`src/hdl/assert_macros.svh`:
```
// Assertion macros shared by the palette quantizer RTL.
// No dependencies; included by the files that carry assertions.
`ifndef ASSERT_MACROS_SVH
`define ASSERT_MACROS_SVH

// Clocked assertion, switched off while reset is high.
`define PQ_ASSERT(lbl, clk, rst, prop, msg) \
   lbl: assert property (@(posedge clk) disable iff (rst) prop) else $error(msg);

// Clocked assertion that also holds during reset.
`define PQ_ASSERT_ALWAYS(lbl, clk, prop, msg) \
   lbl: assert property (@(posedge clk) prop) else $error(msg);

`endif

```
`src/hdl/pq_pkg.sv`:
```
// Types, constants and helpers for the palette quantizer.
// Used by pq_cell, pq_pack and palette_quantize_nibble_pack.
package pq_pkg;

   localparam int NUM_ENTRIES = 16;
   localparam int ENTRIES_PER_REG = 8;
   localparam int IDX_W = 4;
   localparam int DIST_W = 7;
   localparam int CSR_INDEX_W = 8;
   localparam int CSR_DATA_W = 64;

   // largest distance is 49 + 49 + 9, so this start value always loses
   localparam logic [DIST_W-1:0] DIST_MAX = 7'h7f;

   // configuration register indexes
   localparam logic [CSR_INDEX_W-1:0] REG_PALETTE_LOWER = 8'd0;
   localparam logic [CSR_INDEX_W-1:0] REG_PALETTE_UPPER = 8'd1;

   // data handed from cell to cell along the chain
   typedef struct packed {
      logic              valid;
      logic [2:0]        red;
      logic [2:0]        green;
      logic [1:0]        blue;
      logic [DIST_W-1:0] score;
      logic [IDX_W-1:0]  idx;
   } stage_type;

   // squared difference of two 3-bit components
   function automatic logic [5:0] sq_diff3(input logic [2:0] a, input logic [2:0] b);
      logic [2:0] d;
      d = (a > b) ? (a - b) : (b - a);
      return {3'b000, d} * {3'b000, d};
   endfunction

endpackage

```
`src/hdl/pq_cell.sv`:
```
// One cell of the nearest-colour chain: holds a palette entry, scores the
// passing pixel against it and forwards the running best. Uses pq_pkg.
module pq_cell import pq_pkg::*; #(
   parameter int CELL_INDEX = 0
) (
   input  logic       clock,
   input  logic       reset,
   input  logic       advance,
   input  logic       entry_we,
   input  logic [7:0] entry_wdata,
   input  stage_type  chain_in,
   output stage_type  chain_out
);

   logic [7:0] entry_ff;
   logic [7:0] entry_in;
   stage_type  stage_ff;
   stage_type  stage_in;
   logic [DIST_W-1:0] entry_score;

   // palette entry, written from the configuration port
   assign entry_in = entry_we ? entry_wdata : entry_ff;

   always_ff @(posedge clock) begin
      if (reset) begin
         entry_ff <= '0;
      end else begin
         entry_ff <= entry_in;
      end
   end

   // distance of the pixel to this entry (RGB332: red 7:5, green 4:2, blue 1:0)
   assign entry_score = DIST_W'(sq_diff3(chain_in.red, entry_ff[7:5]))
                      + DIST_W'(sq_diff3(chain_in.green, entry_ff[4:2]))
                      + DIST_W'(sq_diff3({1'b0, chain_in.blue}, {1'b0, entry_ff[1:0]}));

   // strictly smaller wins, so the lower index keeps ties
   always_comb begin
      stage_in = chain_in;
      if (entry_score < chain_in.score) begin
         stage_in.score = entry_score;
         stage_in.idx   = IDX_W'(CELL_INDEX);
      end
   end

   // chain stage; only the valid bit is cleared by reset
   always_ff @(posedge clock) begin
      if (reset) begin
         stage_ff.valid <= 1'b0;
      end else if (advance) begin
         stage_ff <= stage_in;
      end
   end

   assign chain_out = stage_ff;

endmodule

```
`src/hdl/pq_pack.sv`:
```
// Pairs chain results into bytes, high nibble first, and drives the result
// channel through an output register and a one-entry skid. Uses pq_pkg.
module pq_pack import pq_pkg::*; (
   input  logic       clock,
   input  logic       reset,
   input  logic       advance,
   input  stage_type  chain_in,
   output logic       chain_ready,
   output logic       rsp_tvalid,
   input  logic       rsp_tready,
   output logic [7:0] rsp_tdata
);

   logic             odd_ff, odd_in;
   logic [IDX_W-1:0] held_ff, held_in;
   logic             out_valid_ff, out_valid_in;
   logic [7:0]       out_data_ff, out_data_in;
   logic             skid_valid_ff, skid_valid_in;
   logic [7:0]       skid_data_ff, skid_data_in;
   logic             take, push, pop;
   logic [7:0]       byte_new;

   assign take     = advance && chain_in.valid;
   assign push     = take && odd_ff;
   assign pop      = out_valid_ff && rsp_tready;
   assign byte_new = {held_ff, chain_in.idx};

   // pairing phase and pending even-pixel index
   always_comb begin
      odd_in  = odd_ff;
      held_in = held_ff;
      if (take) begin
         odd_in = ~odd_ff;
         if (!odd_ff) begin
            held_in = chain_in.idx;
         end
      end
   end

   // output register with skid behind it
   always_comb begin
      out_valid_in  = out_valid_ff;
      out_data_in   = out_data_ff;
      skid_valid_in = skid_valid_ff;
      skid_data_in  = skid_data_ff;
      priority if (skid_valid_ff) begin
         if (pop) begin
            out_data_in   = skid_data_ff;
            skid_valid_in = 1'b0;
         end
      end else if (push) begin
         if (!out_valid_ff || pop) begin
            out_valid_in = 1'b1;
            out_data_in  = byte_new;
         end else begin
            skid_valid_in = 1'b1;
            skid_data_in  = byte_new;
         end
      end else if (pop) begin
         out_valid_in = 1'b0;
      end
   end

   always_ff @(posedge clock) begin
      if (reset) begin
         odd_ff        <= 1'b0;
         held_ff       <= '0;
         out_valid_ff  <= 1'b0;
         skid_valid_ff <= 1'b0;
      end else begin
         odd_ff        <= odd_in;
         held_ff       <= held_in;
         out_valid_ff  <= out_valid_in;
         skid_valid_ff <= skid_valid_in;
      end
   end

   always_ff @(posedge clock) begin
      out_data_ff  <= out_data_in;
      skid_data_ff <= skid_data_in;
   end

   assign chain_ready = ~skid_valid_ff;
   assign rsp_tvalid  = out_valid_ff;
   assign rsp_tdata   = out_data_ff;

endmodule

```
`src/hdl/palette_quantize_nibble_pack.sv`:
```
// Top level of the palette quantizer: 16-cell nearest-colour chain and the
// nibble packer. Uses pq_pkg, pq_cell, pq_pack and assert_macros.svh.
//
// Usage:
//   req_*  : one RGB888 pixel per request, red in tdata[7:0], green in
//            [15:8], blue in [23:16].
//   rsp_*  : one byte per pixel pair, even pixel index in [7:4], odd in [3:0].
//   csr_*  : palette writes, index 0 loads entries 0-7, index 1 entries 8-15,
//            entry 8k in the lowest byte; other indexes are ignored.
//            Always ready; write only while no pixels are in flight.
// Throughput: one pixel per cycle unless stalled, one byte every second pixel.
// Path: the byte for an odd pixel appears on rsp_tvalid once that pixel has
//   passed the 16 cells of the chain (one per palette entry, one register
//   each) and then the output register.
// Reset clears the palette to zero, the pairing phase (next pixel is even)
//   and all in-flight pixels.
// Stall: the output register is backed by a one-entry skid; the chain keeps
//   taking pixels until the skid fills, then req_tready drops and the whole
//   chain holds until rsp_tready lets the skid drain.
`include "assert_macros.svh"

module palette_quantize_nibble_pack import pq_pkg::*; (
   input  logic                   clock,
   input  logic                   reset,
   // red [7:0], green [15:8], blue [23:16]
   input  logic                   req_tvalid,
   output logic                   req_tready,
   input  logic [23:0]            req_tdata,
   // packed_byte [7:0]
   output logic                   rsp_tvalid,
   input  logic                   rsp_tready,
   output logic [7:0]             rsp_tdata,
   input  logic                   csr_valid,
   output logic                   csr_ready,
   input  logic [CSR_INDEX_W-1:0] csr_index,
   input  logic [CSR_DATA_W-1:0]  csr_data
);

   stage_type chain_head;
   stage_type chain [NUM_ENTRIES];
   logic      advance;
   logic      chain_ready;
   logic      csr_write;

   assign csr_ready = 1'b1;
   assign csr_write = csr_valid && csr_ready;
   assign advance   = chain_ready;
   assign req_tready = advance;

   // reduce the pixel to 3/3/2 bits and seed the running best
   always_comb begin
      chain_head.valid = req_tvalid;
      chain_head.red   = req_tdata[7:5];
      chain_head.green = req_tdata[15:13];
      chain_head.blue  = req_tdata[23:22];
      chain_head.score = DIST_MAX;
      chain_head.idx   = '0;
   end

   // one cell per palette entry
   for (genvar k = 0; k < NUM_ENTRIES; k++) begin : g_cell
      localparam logic [CSR_INDEX_W-1:0] REG_SEL =
         (k < ENTRIES_PER_REG) ? REG_PALETTE_LOWER : REG_PALETTE_UPPER;
      localparam int BYTE_POS = k % ENTRIES_PER_REG;

      pq_cell #(
         .CELL_INDEX (k)
      ) u_cell (
         .clock       (clock),
         .reset       (reset),
         .advance     (advance),
         .entry_we    (csr_write && (csr_index == REG_SEL)),
         .entry_wdata (csr_data[8*BYTE_POS +: 8]),
         .chain_in    ((k == 0) ? chain_head : chain[(k == 0) ? 0 : k-1]),
         .chain_out   (chain[k])
      );
   end

   pq_pack u_pack (
      .clock       (clock),
      .reset       (reset),
      .advance     (advance),
      .chain_in    (chain[NUM_ENTRIES-1]),
      .chain_ready (chain_ready),
      .rsp_tvalid  (rsp_tvalid),
      .rsp_tready  (rsp_tready),
      .rsp_tdata   (rsp_tdata)
   );

   // request side only blocks while a finished byte is waiting
   `PQ_ASSERT(a_stall_needs_output, clock, reset, !req_tready |-> rsp_tvalid, "input stalled with no output pending")
   // an accepted pixel enters the first cell
   `PQ_ASSERT(a_accept_enters_chain, clock, reset, (req_tvalid && req_tready) |=> chain[0].valid, "accepted pixel lost at chain entry")
   // a stalled chain holds its last stage
   `PQ_ASSERT(a_chain_holds, clock, reset, (!req_tready && !$past(reset)) |=> $stable(chain[NUM_ENTRIES-1]), "chain moved while stalled")

endmodule

```
`config.mk`:
```
export PLATFORM = sky130hd
export DESIGN_NAME = palette_quantize_nibble_pack
export DESIGN_NICKNAME = d
export VERILOG_FILES = /design/src/hdl/pq_pkg.sv /design/src/hdl/pq_cell.sv /design/src/hdl/pq_pack.sv /design/src/hdl/palette_quantize_nibble_pack.sv
export VERILOG_INCLUDE_DIRS = /design/src /design/src/hdl
export SDC_FILE = /design/constraint.sdc
export NUM_CORES = 1
export LEC_CHECK = 0
export ABC_AREA = 1
export BUFFER_PORTS_ARGS = -buffer_cell sky130_fd_sc_hd__buf_2
export CAP_MARGIN = 20
export CORE_MARGIN = 5
export CORE_UTILIZATION = 35
export DETAILED_ROUTE_END_ITERATION = 10
export PLACE_DENSITY_LB_ADDON = 0.3
export SYNTH_ARGS = -nofsm -noshare
export SYNTH_HDL_FRONTEND = slang
export SYNTH_SLANG_ARGS = --single-unit
```
`constraint.sdc`:
```
create_clock -name clock -period 24.9 [get_ports clock]
set_clock_uncertainty 0.15 [all_clocks]
set_input_delay 0 -clock clock [delete_from_list [all_inputs] [get_ports clock]]
set_output_delay 0 -clock clock [all_outputs]
set_load 0.005 [all_outputs]
```
==> metrics <==
outcome completed; FP Rows 115; worst reg2reg path depth 21; Reg2Reg Launch Point g_cell[1].u_cell.chain_out[16]; Flop pwr share 32.8%; Worst Hold Launch req_tdata[6]; # IOs 112; switch share 40.1%; Worst R2R Setup Slack 19.49 ns; Slew Limit Fails 0; dpl hpwl 61,300 um; crit end category register; total wire length 78,900 um; setup repair after global routing missed its margin no; Max stage delay cell, worst path edfxtp_1; setup bufs post-CTS 0; H-tree levels 2; Core Util, Final 39.9%; post-route setup slack 19.49 ns; routed via count 24,891; GRT Total Usage 14.9%; peak supply drop 0.0643 mV; Final ANT Viol Nets 0; TritonCTS clock tree built; routed len/inst 14.2 um; WP data required 25.14 ns; fin crit share 21.7%; worst-skew pair later-pin latency 0.60 ns; 1st-pass router iterations 8; Hold EP g_cell[0].u_cell.chain_out[17]; sequential area share after synthesis 33.8%; Tmin final 5.41 ns; Die Y 325 um; crit path max fanout 10; Mapped Area 34,700 sq um; Final Non-Filler Cells 5,543; Total Nets Final 5,012; fmax 185 MHz; Pint 2.05 mW; Syn Inst Count 4,017; Comb pwr share 44.8%; Mapped Nets 4,818; setup_tns 0 ns; cts repair resizes 0; Die ar. 106,000 sq um; initial core utilization 35.3%; largest net degree at the start of global routing 172; crit-path most repeated cell inv_1; CP arrival 5.66 ns; vias in the first global route 24,574; DR iter-0 viols 1,306; share of post-route cells with drive strength above 1 5.90%; fillcell total 9,948; Worst slew margin 29.3%; # hold bufs at CTS 114; area delta synth->final 13.1%; static leakage 19.1 nW; Avg Cell Area, Syn 8.65 sq um; HP Class in -> reg; RD Place Congestion 0.818; worst-path cell chain inv_1, ha_1, inv_1, fa_1, xor2_1, o21ai_0, inv_1, fa_1, ha_1, inv_1, fa_1, inv_1, ha_1, nand3_1, nand2_1, xnor2_1, ha_1, a21oi_1, a21boi_1, nand2_1, o21ai_0; R2R Path End g_cell[2].u_cell.chain_out[4]; Num Clock Sinks 441; chip width 325 um; Fin. Hold Viols 0; Worst Path Buf+Inv 5; FF+latch area 11,700 sq um; Psw 1.37 mW; register bit count reported by yosys 441; DP Worst Slack 19.50 ns; CP startpoint kind register; Clk pwr share 22.5%; Largest delay share family, worst path adder cells; Finished Cell Area 39,300 sq um; maxcap violations 0; drt via density 4.49; kind of critical path reg -> reg; first-pass GRT wire length 129,000 um; total CTS buffers 52; Hold Path Depth 2; DRC 0; yosys warns 0; Setup violations, final 0; placed cells 5,330; DP Area 36,400 sq um; Port Buf Inserts 94; post-synth cell types 36; clock slew seen by the registers of the worst setup and hold paths 0.06 ns; Worst Max-Slew Pin Slew 1.06 ns; maximum root-to-sink buffer count 3; CTS root buffer clkbuf_16; Overflow after GRT 0; Core Region 98,400 sq um; pwr/cell area 86.9 nW/um^2; initial antenna violation count 1; multi-input logic area 19,200 sq um; delay of the slowest critical-path stage 0.54 ns
[layout by cell type, fill, tap and decap left out, drive strengths merged]
cell type and count:
a31o 2, or2 28, dlygate4sd3 113, a22oi 1, conb 1, fa 208
a21o 15, nand2 789, dfxtp 151, ha 492, o21ai 82, clkbuf 70
a21oi 246, xnor2 54, inv 894, bufinv 2, buf 107, nand3b 8
o211ai 14, clkinvlp 3, nor3b 1, o21bai 1, edfxtp 290, a21boi 14
and2 1, mux2i 1, nand3 284, diode 1, xor2 59, clkinv 17
nor3 3, nor2 304
[cells by family (layout without fill, tap and decap cells)]
kind of cell	after synthesis	after routing	synth area share, %
and+or+nand+nor	1418	1418	16.8
other	1	2	0.0108
adders and majority gates	700	700	29.7
buffers and inverters	968	1206	11.2
muxes	1	1	0.0288
DFF	441	441	33.8
AOI/OAI and AO/OA	375	375	5.75
xor gates and xnor gates	113	113	2.85
[metal layers]
layer  wire length, um  vias up  global-route usage [%]
met5                13        -                       0
met4              1610        2                    3.41
met3              2820      103                    1.97
met2             36600      325                    25.0
met1             37900    11556                    20.5
li1                  -    12905                       -
[how the worst max path moves through the flow]
stage                                              start                        endpoint  cells past startpoint
after floorplan                     u_pack.skid_valid_ff  g_cell[0].u_cell.chain_out[10]                      2
after global placement    g_cell[1].u_cell.chain_out[16]   g_cell[2].u_cell.chain_out[4]                     20
after detailed placement  g_cell[1].u_cell.chain_out[16]   g_cell[2].u_cell.chain_out[4]                     21
after CTS                 g_cell[1].u_cell.chain_out[16]   g_cell[2].u_cell.chain_out[4]                     21
after global routing      g_cell[1].u_cell.chain_out[16]   g_cell[2].u_cell.chain_out[4]                     20
final                     g_cell[1].u_cell.chain_out[16]   g_cell[2].u_cell.chain_out[4]                     21
[final cells by class]
type	instances	area share, %
sequential	441	29.9
multi-input combinational	2608	48.8
timing repair buffer	220	4.39
antenna	1	0.00637
inverter	888	8.49
clock buffer	70	3.83
tap	1287	4.10
clock inverter	28	0.570
[flip-flops by register name (all words and copies together), names as in the netlist]
signal	count
u_pack.skid_valid_ff	1
u_pack.skid_data_ff	8
u_pack.rsp_tdata	8
u_pack.held_ff	4
g_cell.u_cell.entry_ff	128
g_cell.u_cell.chain_out	290
u_pack.rsp_tvalid	1
u_pack.odd_ff	1
[synth_stat cells, drive strengths merged]
library cell	number	area share (%)
dfxtp	151	8.7
clkinv	1	0.011
nor3	3	0.043
conb	1	0.011
and2	1	0.018
fa	208	12
edfxtp	290	25
nand2	789	8.6
nand3	284	4.1
xor2	59	1.5
o21bai	1	0.022
nand3b	8	0.17
o211ai	14	0.30
buf	70	1.5
inv	887	9.6
ha	492	18
a21o	15	0.32
clkbuf	10	0.11
a31o	2	0.050
mux2i	1	0.029
a22oi	1	0.022
a21boi	14	0.30
nor3b	1	0.022
o21ai	82	1.2
xnor2	54	1.4
a21oi	246	3.5
nor2	304	3.3
or2	28	0.50
[power groups by stage]
stage / combinational, mW / clock, mW / sequential (mW)
2_1_floorplan: 1.16 / 0 / 1.10
3_3_place_gp: 1.50 / 0 / 1.14
3_5_place_dp: 1.53 / 0 / 1.14
4_1_cts: 1.55 / 0.788 / 1.12
5_1_grt: 1.81 / 0.819 / 1.13
6_report: 1.53 / 0.767 / 1.12
[worst reg2reg max path, stage by stage, from the launching register on]
cell and delay (ns):
edfxtp_1 0.54, inv_1 0.11, ha_1 0.14, inv_1 0.06, fa_1 0.37, xor2_1 0.17
o21ai_0 0.30, inv_1 0.11, fa_1 0.49, ha_1 0.30, inv_1 0.05, fa_1 0.53
inv_1 0.04, ha_1 0.33, nand3_1 0.09, nand2_1 0.07, xnor2_1 0.22, ha_1 0.29
a21oi_1 0.14, a21boi_1 0.16, nand2_1 0.21, o21ai_0 0.34
[metrics by stage]
stage          hold slack, ns  total power, mW
6_report               0.0486             3.42
5_1_grt                0.0516             3.77
4_1_cts                0.0146             3.46
3_5_place_dp           0.0565             2.67
3_3_place_gp           0.0575             2.64
2_1_floorplan         -0.0809             2.26
(Power assumes the default switching activity.)
